File: src/hw/rtl/pcgbr_pkg.sv
// ============================================================================
// pcgbr_pkg: shared types and constants for the bounded PCG32 generator
// Holds the LCG constants, register indexes, datapath command/status
// structs and the XSH-RR output permutation.
// ============================================================================
`default_nettype none

package pcgbr_pkg;

  localparam int WORD_W      = 32;
  localparam int STATE_W     = 64;
  localparam int STREAM_W    = 63;
  localparam int CFG_INDEX_W = 2;
  localparam int DIV_CNT_W   = $clog2(WORD_W);

  localparam logic [STATE_W-1:0] LCG_MULT  = 64'h5851_F42D_4C95_7F2D;
  localparam logic [STATE_W-1:0] GEN_RESET = 64'h853C_49E6_748F_EA9B;

  // Configuration register indexes
  localparam logic [CFG_INDEX_W-1:0] REG_SEED   = 2'd0;
  localparam logic [CFG_INDEX_W-1:0] REG_STREAM = 2'd1;

  // Operand pairing for the shared 32x32 multiplier
  typedef enum logic [1:0] {
    MUL_LL,
    MUL_HL,
    MUL_LH
  } mul_sel_t;

  typedef struct packed {
    logic     load_req;
    logic     mul_en;
    mul_sel_t mul_sel;
    logic     acc_load;
    logic     acc_add;
    logic     state_upd;
    logic     perm_load;
    logic     div_start;
    logic     out_load;
  } dp_cmd_t;

  typedef struct packed {
    logic full_range;
    logic div_done;
    logic reject;
    logic out_free;
  } dp_status_t;

  // XSH-RR: xorshift high bits, then rotate right by the top five bits
  function automatic logic [WORD_W-1:0] permute(input logic [STATE_W-1:0] s);
    logic [STATE_W-1:0]   mixed;
    logic [WORD_W-1:0]    xs;
    logic [4:0]           rot;
    logic [2*WORD_W-1:0]  dbl;
    mixed = s ^ (s >> 18);
    xs    = mixed[58:27];
    rot   = s[63:59];
    dbl   = {xs, xs} >> rot;
    return dbl[WORD_W-1:0];
  endfunction

endpackage

`default_nettype wire

File: src/hw/rtl/pcgbr_div.sv
// ============================================================================
// pcgbr_div: iterative 32-bit remainder unit
// Restoring division, one quotient bit per cycle; only the remainder is kept.
// ============================================================================
`default_nettype none

module pcgbr_div (
  input  wire logic                        clk,
  input  wire logic                        rst,
  input  wire logic                        start,
  input  wire logic [pcgbr_pkg::WORD_W-1:0] dividend,
  input  wire logic [pcgbr_pkg::WORD_W-1:0] divisor,
  output logic                             done,
  output logic [pcgbr_pkg::WORD_W-1:0]      remainder
);
  import pcgbr_pkg::*;

  localparam logic [DIV_CNT_W-1:0] CNT_LAST = DIV_CNT_W'(WORD_W - 1);

  logic                 busy;
  logic [DIV_CNT_W-1:0] cnt;
  logic [WORD_W-1:0]    rem;
  logic [WORD_W-1:0]    dvd;
  logic [WORD_W-1:0]    dsr;
  logic [WORD_W:0]      rem_sh;
  logic [WORD_W:0]      rem_new;

  // Shift in the next dividend bit and subtract when it fits
  always_comb begin
    rem_sh  = {rem, dvd[WORD_W-1]};
    rem_new = (rem_sh >= {1'b0, dsr}) ? (rem_sh - {1'b0, dsr}) : rem_sh;
  end

  // Control: run one step per cycle, pulse done after the last one
  always_ff @(posedge clk) begin
    if (rst) begin
      busy <= 1'b0;
      done <= 1'b0;
      cnt  <= '0;
    end else begin
      done <= 1'b0;
      if (start) begin
        busy <= 1'b1;
        cnt  <= '0;
      end else if (busy) begin
        cnt <= cnt + 1'b1;
        if (cnt == CNT_LAST) begin
          busy <= 1'b0;
          done <= 1'b1;
        end
      end
    end
  end

  // Operands and partial remainder
  always_ff @(posedge clk) begin
    if (start) begin
      rem <= '0;
      dvd <= dividend;
      dsr <= divisor;
    end else if (busy) begin
      rem <= rem_new[WORD_W-1:0];
      dvd <= {dvd[WORD_W-2:0], 1'b0};
    end
  end

  assign remainder = rem;

  a_start_idle: assert property (@(posedge clk) disable iff (rst) start |-> !busy)
    else $error("remainder unit restarted while busy");
  a_rem_below: assert property (@(posedge clk) disable iff (rst)
    (done && (dsr != '0)) |-> (rem < dsr))
    else $error("remainder not below divisor");

endmodule

`default_nettype wire

File: src/hw/rtl/pcgbr_dp.sv
// ============================================================================
// pcgbr_dp: datapath for the bounded PCG32 generator
// Generator state, shared multiplier, output permutation, remainder unit,
// rejection test and the output register.
// ============================================================================
`default_nettype none

module pcgbr_dp (
  input  wire logic                              clk,
  input  wire logic                              rst,
  input  wire pcgbr_pkg::dp_cmd_t                cmd,
  output pcgbr_pkg::dp_status_t                  status,
  input  wire logic                              cfg_we,
  input  wire logic [pcgbr_pkg::CFG_INDEX_W-1:0] cfg_index,
  input  wire logic [pcgbr_pkg::STATE_W-1:0]     cfg_data,
  input  wire logic [pcgbr_pkg::WORD_W-1:0]      low_bound,
  input  wire logic [pcgbr_pkg::WORD_W-1:0]      high_bound,
  output logic                                   rsp_valid,
  input  wire logic                              rsp_stall,
  output logic [pcgbr_pkg::WORD_W-1:0]           value
);
  import pcgbr_pkg::*;

  logic [STATE_W-1:0]  gen_state;
  logic [STREAM_W-1:0] stream;
  logic [WORD_W-1:0]   lo;
  logic [WORD_W-1:0]   span;
  logic [WORD_W-1:0]   mul_a;
  logic [WORD_W-1:0]   mul_b;
  logic [STATE_W-1:0]  prod;
  logic [STATE_W-1:0]  acc;
  logic [WORD_W-1:0]   x;
  logic [WORD_W-1:0]   rem;
  logic                div_done;
  logic [WORD_W-1:0]   draw;

  // Select multiplier operands for the three partial products
  always_comb begin
    case (cmd.mul_sel)
      MUL_LL: begin
        mul_a = gen_state[WORD_W-1:0];
        mul_b = LCG_MULT[WORD_W-1:0];
      end
      MUL_HL: begin
        mul_a = gen_state[STATE_W-1:WORD_W];
        mul_b = LCG_MULT[WORD_W-1:0];
      end
      MUL_LH: begin
        mul_a = gen_state[WORD_W-1:0];
        mul_b = LCG_MULT[STATE_W-1:WORD_W];
      end
      default: begin
        mul_a = '0;
        mul_b = '0;
      end
    endcase
  end

  // Request capture, multiply, accumulate, permute
  always_ff @(posedge clk) begin
    if (cmd.load_req) begin
      lo   <= low_bound;
      span <= high_bound - low_bound + 1'b1;
    end
    if (cmd.mul_en) begin
      prod <= {{WORD_W{1'b0}}, mul_a} * {{WORD_W{1'b0}}, mul_b};
    end
    if (cmd.acc_load) begin
      acc <= prod;
    end else if (cmd.acc_add) begin
      acc[STATE_W-1:WORD_W] <= acc[STATE_W-1:WORD_W] + prod[WORD_W-1:0];
    end
    if (cmd.perm_load) begin
      x <= permute(gen_state);
    end
  end

  // Generator state and stream register; a seed write takes priority
  always_ff @(posedge clk) begin
    if (rst) begin
      gen_state <= GEN_RESET;
      stream    <= '0;
    end else begin
      if (cfg_we && (cfg_index == REG_SEED)) begin
        gen_state <= cfg_data;
      end else if (cmd.state_upd) begin
        gen_state <= acc + {stream, 1'b1};
      end
      if (cfg_we && (cfg_index == REG_STREAM)) begin
        stream <= cfg_data[STREAM_W-1:0];
      end
    end
  end

  pcgbr_div u_div (
    .clk       (clk),
    .rst       (rst),
    .start     (cmd.div_start),
    .dividend  (x),
    .divisor   (span),
    .done      (div_done),
    .remainder (rem)
  );

  assign draw = (span == '0) ? x : rem;

  // Output register: hold until taken
  always_ff @(posedge clk) begin
    if (rst) begin
      rsp_valid <= 1'b0;
    end else if (cmd.out_load) begin
      rsp_valid <= 1'b1;
    end else if (!rsp_stall) begin
      rsp_valid <= 1'b0;
    end
  end

  always_ff @(posedge clk) begin
    if (cmd.out_load) begin
      value <= lo + draw;
    end
  end

  always_comb begin
    status.full_range = (span == '0);
    status.div_done   = div_done;
    status.reject     = (x - rem) > ({WORD_W{1'b0}} - span);
    status.out_free   = !rsp_valid || !rsp_stall;
  end

endmodule

`default_nettype wire

File: src/hw/rtl/pcgbr_ctrl.sv
// ============================================================================
// pcgbr_ctrl: sequencer for the bounded PCG32 generator
// Steps the datapath through multiply, update, permute, remainder and the
// rejection test (skipped for a full range), redrawing until a draw is kept.
// ============================================================================
`default_nettype none

module pcgbr_ctrl (
  input  wire logic                  clk,
  input  wire logic                  rst,
  input  wire logic                  req_valid,
  output logic                       req_stall,
  output pcgbr_pkg::dp_cmd_t         cmd,
  input  wire pcgbr_pkg::dp_status_t status
);
  import pcgbr_pkg::*;

  typedef enum logic [3:0] {
    S_IDLE,
    S_MUL0,
    S_MUL1,
    S_MUL2,
    S_MUL3,
    S_UPD,
    S_PERM,
    S_DSTART,
    S_DIV,
    S_CHECK,
    S_FIN
  } state_t;

  state_t state;
  state_t state_next;
  logic   accept;

  assign req_stall = rst || (state != S_IDLE);
  assign accept    = req_valid && !req_stall;

  // Decode commands and next state
  always_comb begin
    cmd        = '0;
    cmd.mul_sel = MUL_LL;
    state_next = state;
    case (state)
      S_IDLE: begin
        if (accept) begin
          cmd.load_req = 1'b1;
          state_next   = S_MUL0;
        end
      end
      S_MUL0: begin
        cmd.mul_en  = 1'b1;
        cmd.mul_sel = MUL_LL;
        state_next  = S_MUL1;
      end
      S_MUL1: begin
        cmd.mul_en   = 1'b1;
        cmd.mul_sel  = MUL_HL;
        cmd.acc_load = 1'b1;
        state_next   = S_MUL2;
      end
      S_MUL2: begin
        cmd.mul_en  = 1'b1;
        cmd.mul_sel = MUL_LH;
        cmd.acc_add = 1'b1;
        state_next  = S_MUL3;
      end
      S_MUL3: begin
        cmd.acc_add = 1'b1;
        state_next  = S_UPD;
      end
      S_UPD: begin
        cmd.state_upd = 1'b1;
        state_next    = S_PERM;
      end
      S_PERM: begin
        cmd.perm_load = 1'b1;
        state_next    = S_DSTART;
      end
      S_DSTART: begin
        if (status.full_range) begin
          state_next = S_FIN;
        end else begin
          cmd.div_start = 1'b1;
          state_next    = S_DIV;
        end
      end
      S_DIV: begin
        if (status.div_done) begin
          state_next = S_CHECK;
        end
      end
      S_CHECK: begin
        state_next = status.reject ? S_MUL0 : S_FIN;
      end
      S_FIN: begin
        if (status.out_free) begin
          cmd.out_load = 1'b1;
          state_next   = S_IDLE;
        end
      end
      default: begin
        state_next = S_IDLE;
      end
    endcase
  end

  // Hold state
  always_ff @(posedge clk) begin
    if (rst) begin
      state <= S_IDLE;
    end else begin
      state <= state_next;
    end
  end

  a_accept_mul: assert property (@(posedge clk) disable iff (rst)
    accept |=> (state == S_MUL0))
    else $error("accepted item did not start a draw");
  a_done_in_div: assert property (@(posedge clk) disable iff (rst)
    status.div_done |-> (state == S_DIV))
    else $error("remainder done outside divide wait");
  a_fin_hold: assert property (@(posedge clk) disable iff (rst)
    ((state == S_FIN) && !status.out_free) |=> (state == S_FIN))
    else $error("result dropped while output register full");

endmodule

`default_nettype wire

File: src/hw/rtl/pcg32_bounded_random_top.sv
// ============================================================================
// pcg32_bounded_random_top: bounded uniform draws from a PCG32 generator
// One request [low_bound, high_bound] in, one value in that range out.
// ============================================================================
// Steps from accept to result valid when the first draw is kept: 4 multiply steps, update,
//   permute, remainder start, remainder wait, check, then the output load.
// A full range skips the remainder and check; a rejected draw restarts at the first multiply.
// A full output register holds the sequencer in its last step; requests stall until the load.
// A new item is taken while the previous result waits in the output register.
// Reset (synchronous, rst high) loads the generator constant, zeroes the stream, empties output.
`default_nettype none

module pcg32_bounded_random_top (
  input  wire logic                              clk,
  input  wire logic                              rst,
  input  wire logic                              req_valid,
  output logic                                   req_stall,
  input  wire logic [pcgbr_pkg::WORD_W-1:0]      low_bound,
  input  wire logic [pcgbr_pkg::WORD_W-1:0]      high_bound,
  output logic                                   rsp_valid,
  input  wire logic                              rsp_stall,
  output logic [pcgbr_pkg::WORD_W-1:0]           value,
  input  wire logic                              cfg_valid,
  output logic                                   cfg_ready,
  input  wire logic [pcgbr_pkg::CFG_INDEX_W-1:0] cfg_index,
  input  wire logic [pcgbr_pkg::STATE_W-1:0]     cfg_data
);
  import pcgbr_pkg::*;

  dp_cmd_t    cmd;
  dp_status_t status;

  assign cfg_ready = !rst;

  pcgbr_ctrl u_ctrl (
    .clk       (clk),
    .rst       (rst),
    .req_valid (req_valid),
    .req_stall (req_stall),
    .cmd       (cmd),
    .status    (status)
  );

  pcgbr_dp u_dp (
    .clk        (clk),
    .rst        (rst),
    .cmd        (cmd),
    .status     (status),
    .cfg_we     (cfg_valid && cfg_ready),
    .cfg_index  (cfg_index),
    .cfg_data   (cfg_data),
    .low_bound  (low_bound),
    .high_bound (high_bound),
    .rsp_valid  (rsp_valid),
    .rsp_stall  (rsp_stall),
    .value      (value)
  );

endmodule

`default_nettype wire
File: config.mk
export PLATFORM = sky130hd
export DESIGN_NAME = pcg32_bounded_random_top
export DESIGN_NICKNAME = d
export VERILOG_FILES = /design/src/hw/rtl/pcgbr_pkg.sv /design/src/hw/rtl/pcgbr_div.sv /design/src/hw/rtl/pcgbr_dp.sv /design/src/hw/rtl/pcgbr_ctrl.sv /design/src/hw/rtl/pcg32_bounded_random_top.sv
export SDC_FILE = /design/constraint.sdc
export NUM_CORES = 2
export LEC_CHECK = 0
export BUFFER_PORTS_ARGS = -buffer_cell sky130_fd_sc_hd__buf_2
export CAP_MARGIN = 20
export CORE_MARGIN = 10
export CORE_UTILIZATION = 65
export CTS_CLUSTER_DIAMETER = 150
export DETAILED_ROUTE_END_ITERATION = 8
export PLACE_DENSITY = 0.79
export SYNTH_ARGS = -nofsm -noshare
export SYNTH_HDL_FRONTEND = slang
export SYNTH_SLANG_ARGS = --single-unit
File: constraint.sdc
create_clock -name clk -period 27.5 [get_ports clk]
set_input_delay 4.125 -clock clk [delete_from_list [all_inputs] [get_ports clk]]
set_output_delay 4.125 -clock clk [all_outputs]
set_load 0.03 [all_outputs]
==> metrics.md <==
| Metric | Value |
|---|---|
| WHS Endpoint | `u_dp.stream[18]` |
| Slew margin rel. | `between 20% and 30%` |
| Placed cell area | `approximately 0.057 mm2` |
| Antenna-violating nets left | `0` |
| CTS Hold Buffers Added | `0` |
| FF/Latch Area | `0.0130 mm2` |
| Initial Util | `approximately two thirds` |
| Slowest cell on the critical path | `mux2i_1` |
| Worst slew pin tran | `roughly 1.1 ns` |
| Ys flop type | `edfxtp_1` |
| CP endpoint kind | `register` |
| Worst hold stages | `2` |
| RD Place Congestion | `between 1 and 1.5` |
| Commonest non-fill, non-tap cell in the layout | `inv_1` |
| Die Ht | `~310 um` |
| Synth Warn # | `0` |
| Avg Synthesized Cell Area | `9.37 um2` |
| Syn Std Cell Area | `between 0.05 and 0.06 mm2` |
| Number of flops mapped to enable cells by yosys | `319` |
| Core Region | `0.0840 mm2` |
| Max-cap check violation count | `0` |
| Port Buf Inserts | `between 150 and 200` |
| Setup Crit Path Kind | `register to register` |
| GRT Overall Usage | `around a third` |
| Root buffer cell | `clkbuf_16` |
| WL final | `roughly 170000 um` |
| Wire per inst | `~23 um` |
| Die area | `approximately 0.097 mm2` |
| Drt first pass iters | `6` |
| Post-route setup TNS | `0 ns` |
| Sequential area share after synthesis | `a little under a quarter` |
| Initial antenna violation count | `3` |
| First-iteration detailed-routing DRC count | `approximately 3900` |
| Final Instance Area | `0.0591 mm2` |
| Post-Synthesis Cells | `5890` |
| Setup Fix Bufs, Post-CTS | `0` |
| Global-route wire length before repair | `approximately 250000 um` |
| Most used cell, CP | `fa_1` |
| Async SR Flop Fraction | `0%` |
| P&R area growth vs syn | `6.98%` |
| Clock transition at the registers of the reported paths | `about 0.06 ns` |
| Cells resized by post-CTS repair | `0` |
| R2R Path End | `u_dp.prod[61]` |
| Setup repair after global routing missed its margin | `false` |
| Max-slew violations | `0` |
| Crit path max fanout | `between 50 and 60` |
| CTS tree | `done` |
| Critical Path Max Stage Delay | `around 0.86 ns` |
| Distinct cells, synth | `between 80 and 90` |
| Clk sinks | `490` |
| Seq cells post-synth | `490` |
| Reg2Reg Depth | `31` |
| Most frequent cells in the layout | `939 x inv_1, 759 x ha_1, 559 x nand2_1` |
| H-tree levels | `2` |
| Crit path from | `u_ctrl.state[1]` |
| CP arrival | `11.95 ns` |
| Mapped Nets | `roughly 7300` |
| Num rows | `106` |
| Final worst path period need | `about 12 ns` |
| DIE WIDTH | `around 310 um` |
| Reg2Reg Setup Slack | `15.92 ns` |
| HP Start | `u_dp.stream[18]` |
| Drt via density | `6.07` |
| Post-DP HPWL | `between 100000 and 150000 um` |
| Worst skew pair latency | `0.64 ns` |
| CTS buffer count | `55` |
| CP Data Required Time | `roughly 28 ns` |
| Worst min path class | `register to register` |
| IO Count | `170` |
| Fin. Hold Viols | `0` |
| Area occupied by multi-input gates | `~0.038 mm2` |
| F_max | `86.3 MHz` |
| Final Setup Violations | `0` |
| DRC violation count after routing | `0` |
| Tcrit/Tclk final | `42.1%` |
| Nets | `7416` |
| Max Root-Sink Buffers | `3` |
| Largest net degree at the start of global routing | `73` |
| Number of global-route vias before repair | `43700` |
| Status | `finished clean` |
| DR vias | `43400` |
| FILL cells | `6578` |
| R2R Path Start | `u_ctrl.state[1]` |
| Startpoint types | `register` |
| Ratio of cells with drive above 1 in the final layout | `approximately 6.5%` |
| Clock Skews | `approximately 0.038 ns` |
| Total grt overflow | `0` |
## flip-flops by register name, indices dropped and copies added (netlist names), 4 cells and up
signal                cells
u_ctrl.state              4
u_dp.acc                 64
u_dp.gen_state           64
u_dp.lo                  32
u_dp.prod                63
u_dp.span                32
u_dp.stream              63
u_dp.u_div.cnt            5
u_dp.u_div.dsr           32
u_dp.u_div.dvd           32
u_dp.u_div.remainder     32
u_dp.value               32
u_dp.x                   32
## worst max-delay path: cells and delay by family, from the launching register on
kind	cells	cell delay [ns]
xor gates and xnor gates	1	0.11
adders and majority gates	9	4.45
DFF	1	0.52
buffers and inverters	8	2.33
muxes	1	0.86
and+or+nand+nor	3	0.90
AOI/OAI and AO/OA	9	2.04
## layer usage
| layer | global-route usage, % | wire (um) |
|---|---|---|
| met1 | 41.2 | 62800 |
| met2 | 55.7 | 77900 |
| met3 | 4.97 | 12800 |
| met4 | 19.7 | 11600 |
| met5 | 0 | 11 |
## Yosys cell counts, types with 120 or more instances
library cell  number  area share [%]
a21o_1           190             2.6
a21oi_1          411             3.7
clkbuf_1         144            0.98
dfxtp_1          171             6.2
edfxtp_1         319              17
fa_1             545              20
ha_1             759              17
inv_1            939             6.4
nand2_1          559             3.8
nor2_1           347             2.4
o21ai_0          282             2.6
xnor2_1          180             2.9
xor2_1           120             1.9
## cells by family (layout without fill, tap and decap cells)
kind of cell | count (synthesis) | count (layout) | share of synthesized area (%)
AND/OR/NAND/NOR | 1325 | 1325 | 10.8
multiplexers | 121 | 121 | 2.32
adder cells (fa/ha/maj) | 1304 | 1304 | 37.0
buffers and inverters | 1124 | 1257 | 7.72
flip-flops | 490 | 490 | 23.5
other | 0 | 2 | 0
AO/OA/AOI/OAI | 1226 | 1226 | 13.9
XOR/XNOR | 300 | 300 | 4.76
## stage by stage
stage                     setup slack, ns  instances  util [%]  hold WS [ns]
after floorplan                     18.37       5890         -         0.431
after global placement              16.27       7054      68.1         0.440
after detailed placement            16.09       7054      68.1         0.445
after CTS                           16.07       7157      70.4         0.459
after global routing                15.42       7157      70.4         0.480
final                               15.92       7159      70.4         0.457
## how the worst max path moves through the flow
| stage | slack (ns) | to |
|---|---|---|
| 3_5_place_dp | 16.09 | u_dp.prod[61] |
| 6_report | 15.92 | u_dp.prod[61] |
| 2_1_floorplan | 18.37 | u_dp.prod[62] |
| 4_1_cts | 16.07 | u_dp.prod[61] |
| 3_3_place_gp | 16.27 | u_dp.prod[61] |
| 5_1_grt | 15.42 | u_dp.prod[61] |
## layout make-up
class                   count  share of cell area (%)
multi-input cells        4276                    64.4
flip-flops and latches    490                    22.0
inverters                 945                    6.01
clock buffers              72                    2.65
well taps                1134                    2.40
repair buffers            209                    1.94
clock inverters            31                   0.608
diodes                      2                 0.00847
Power is left out: the tool's default activity adds up to more than one toggle a clock period on the data nets, which glitch-free logic cannot reach.
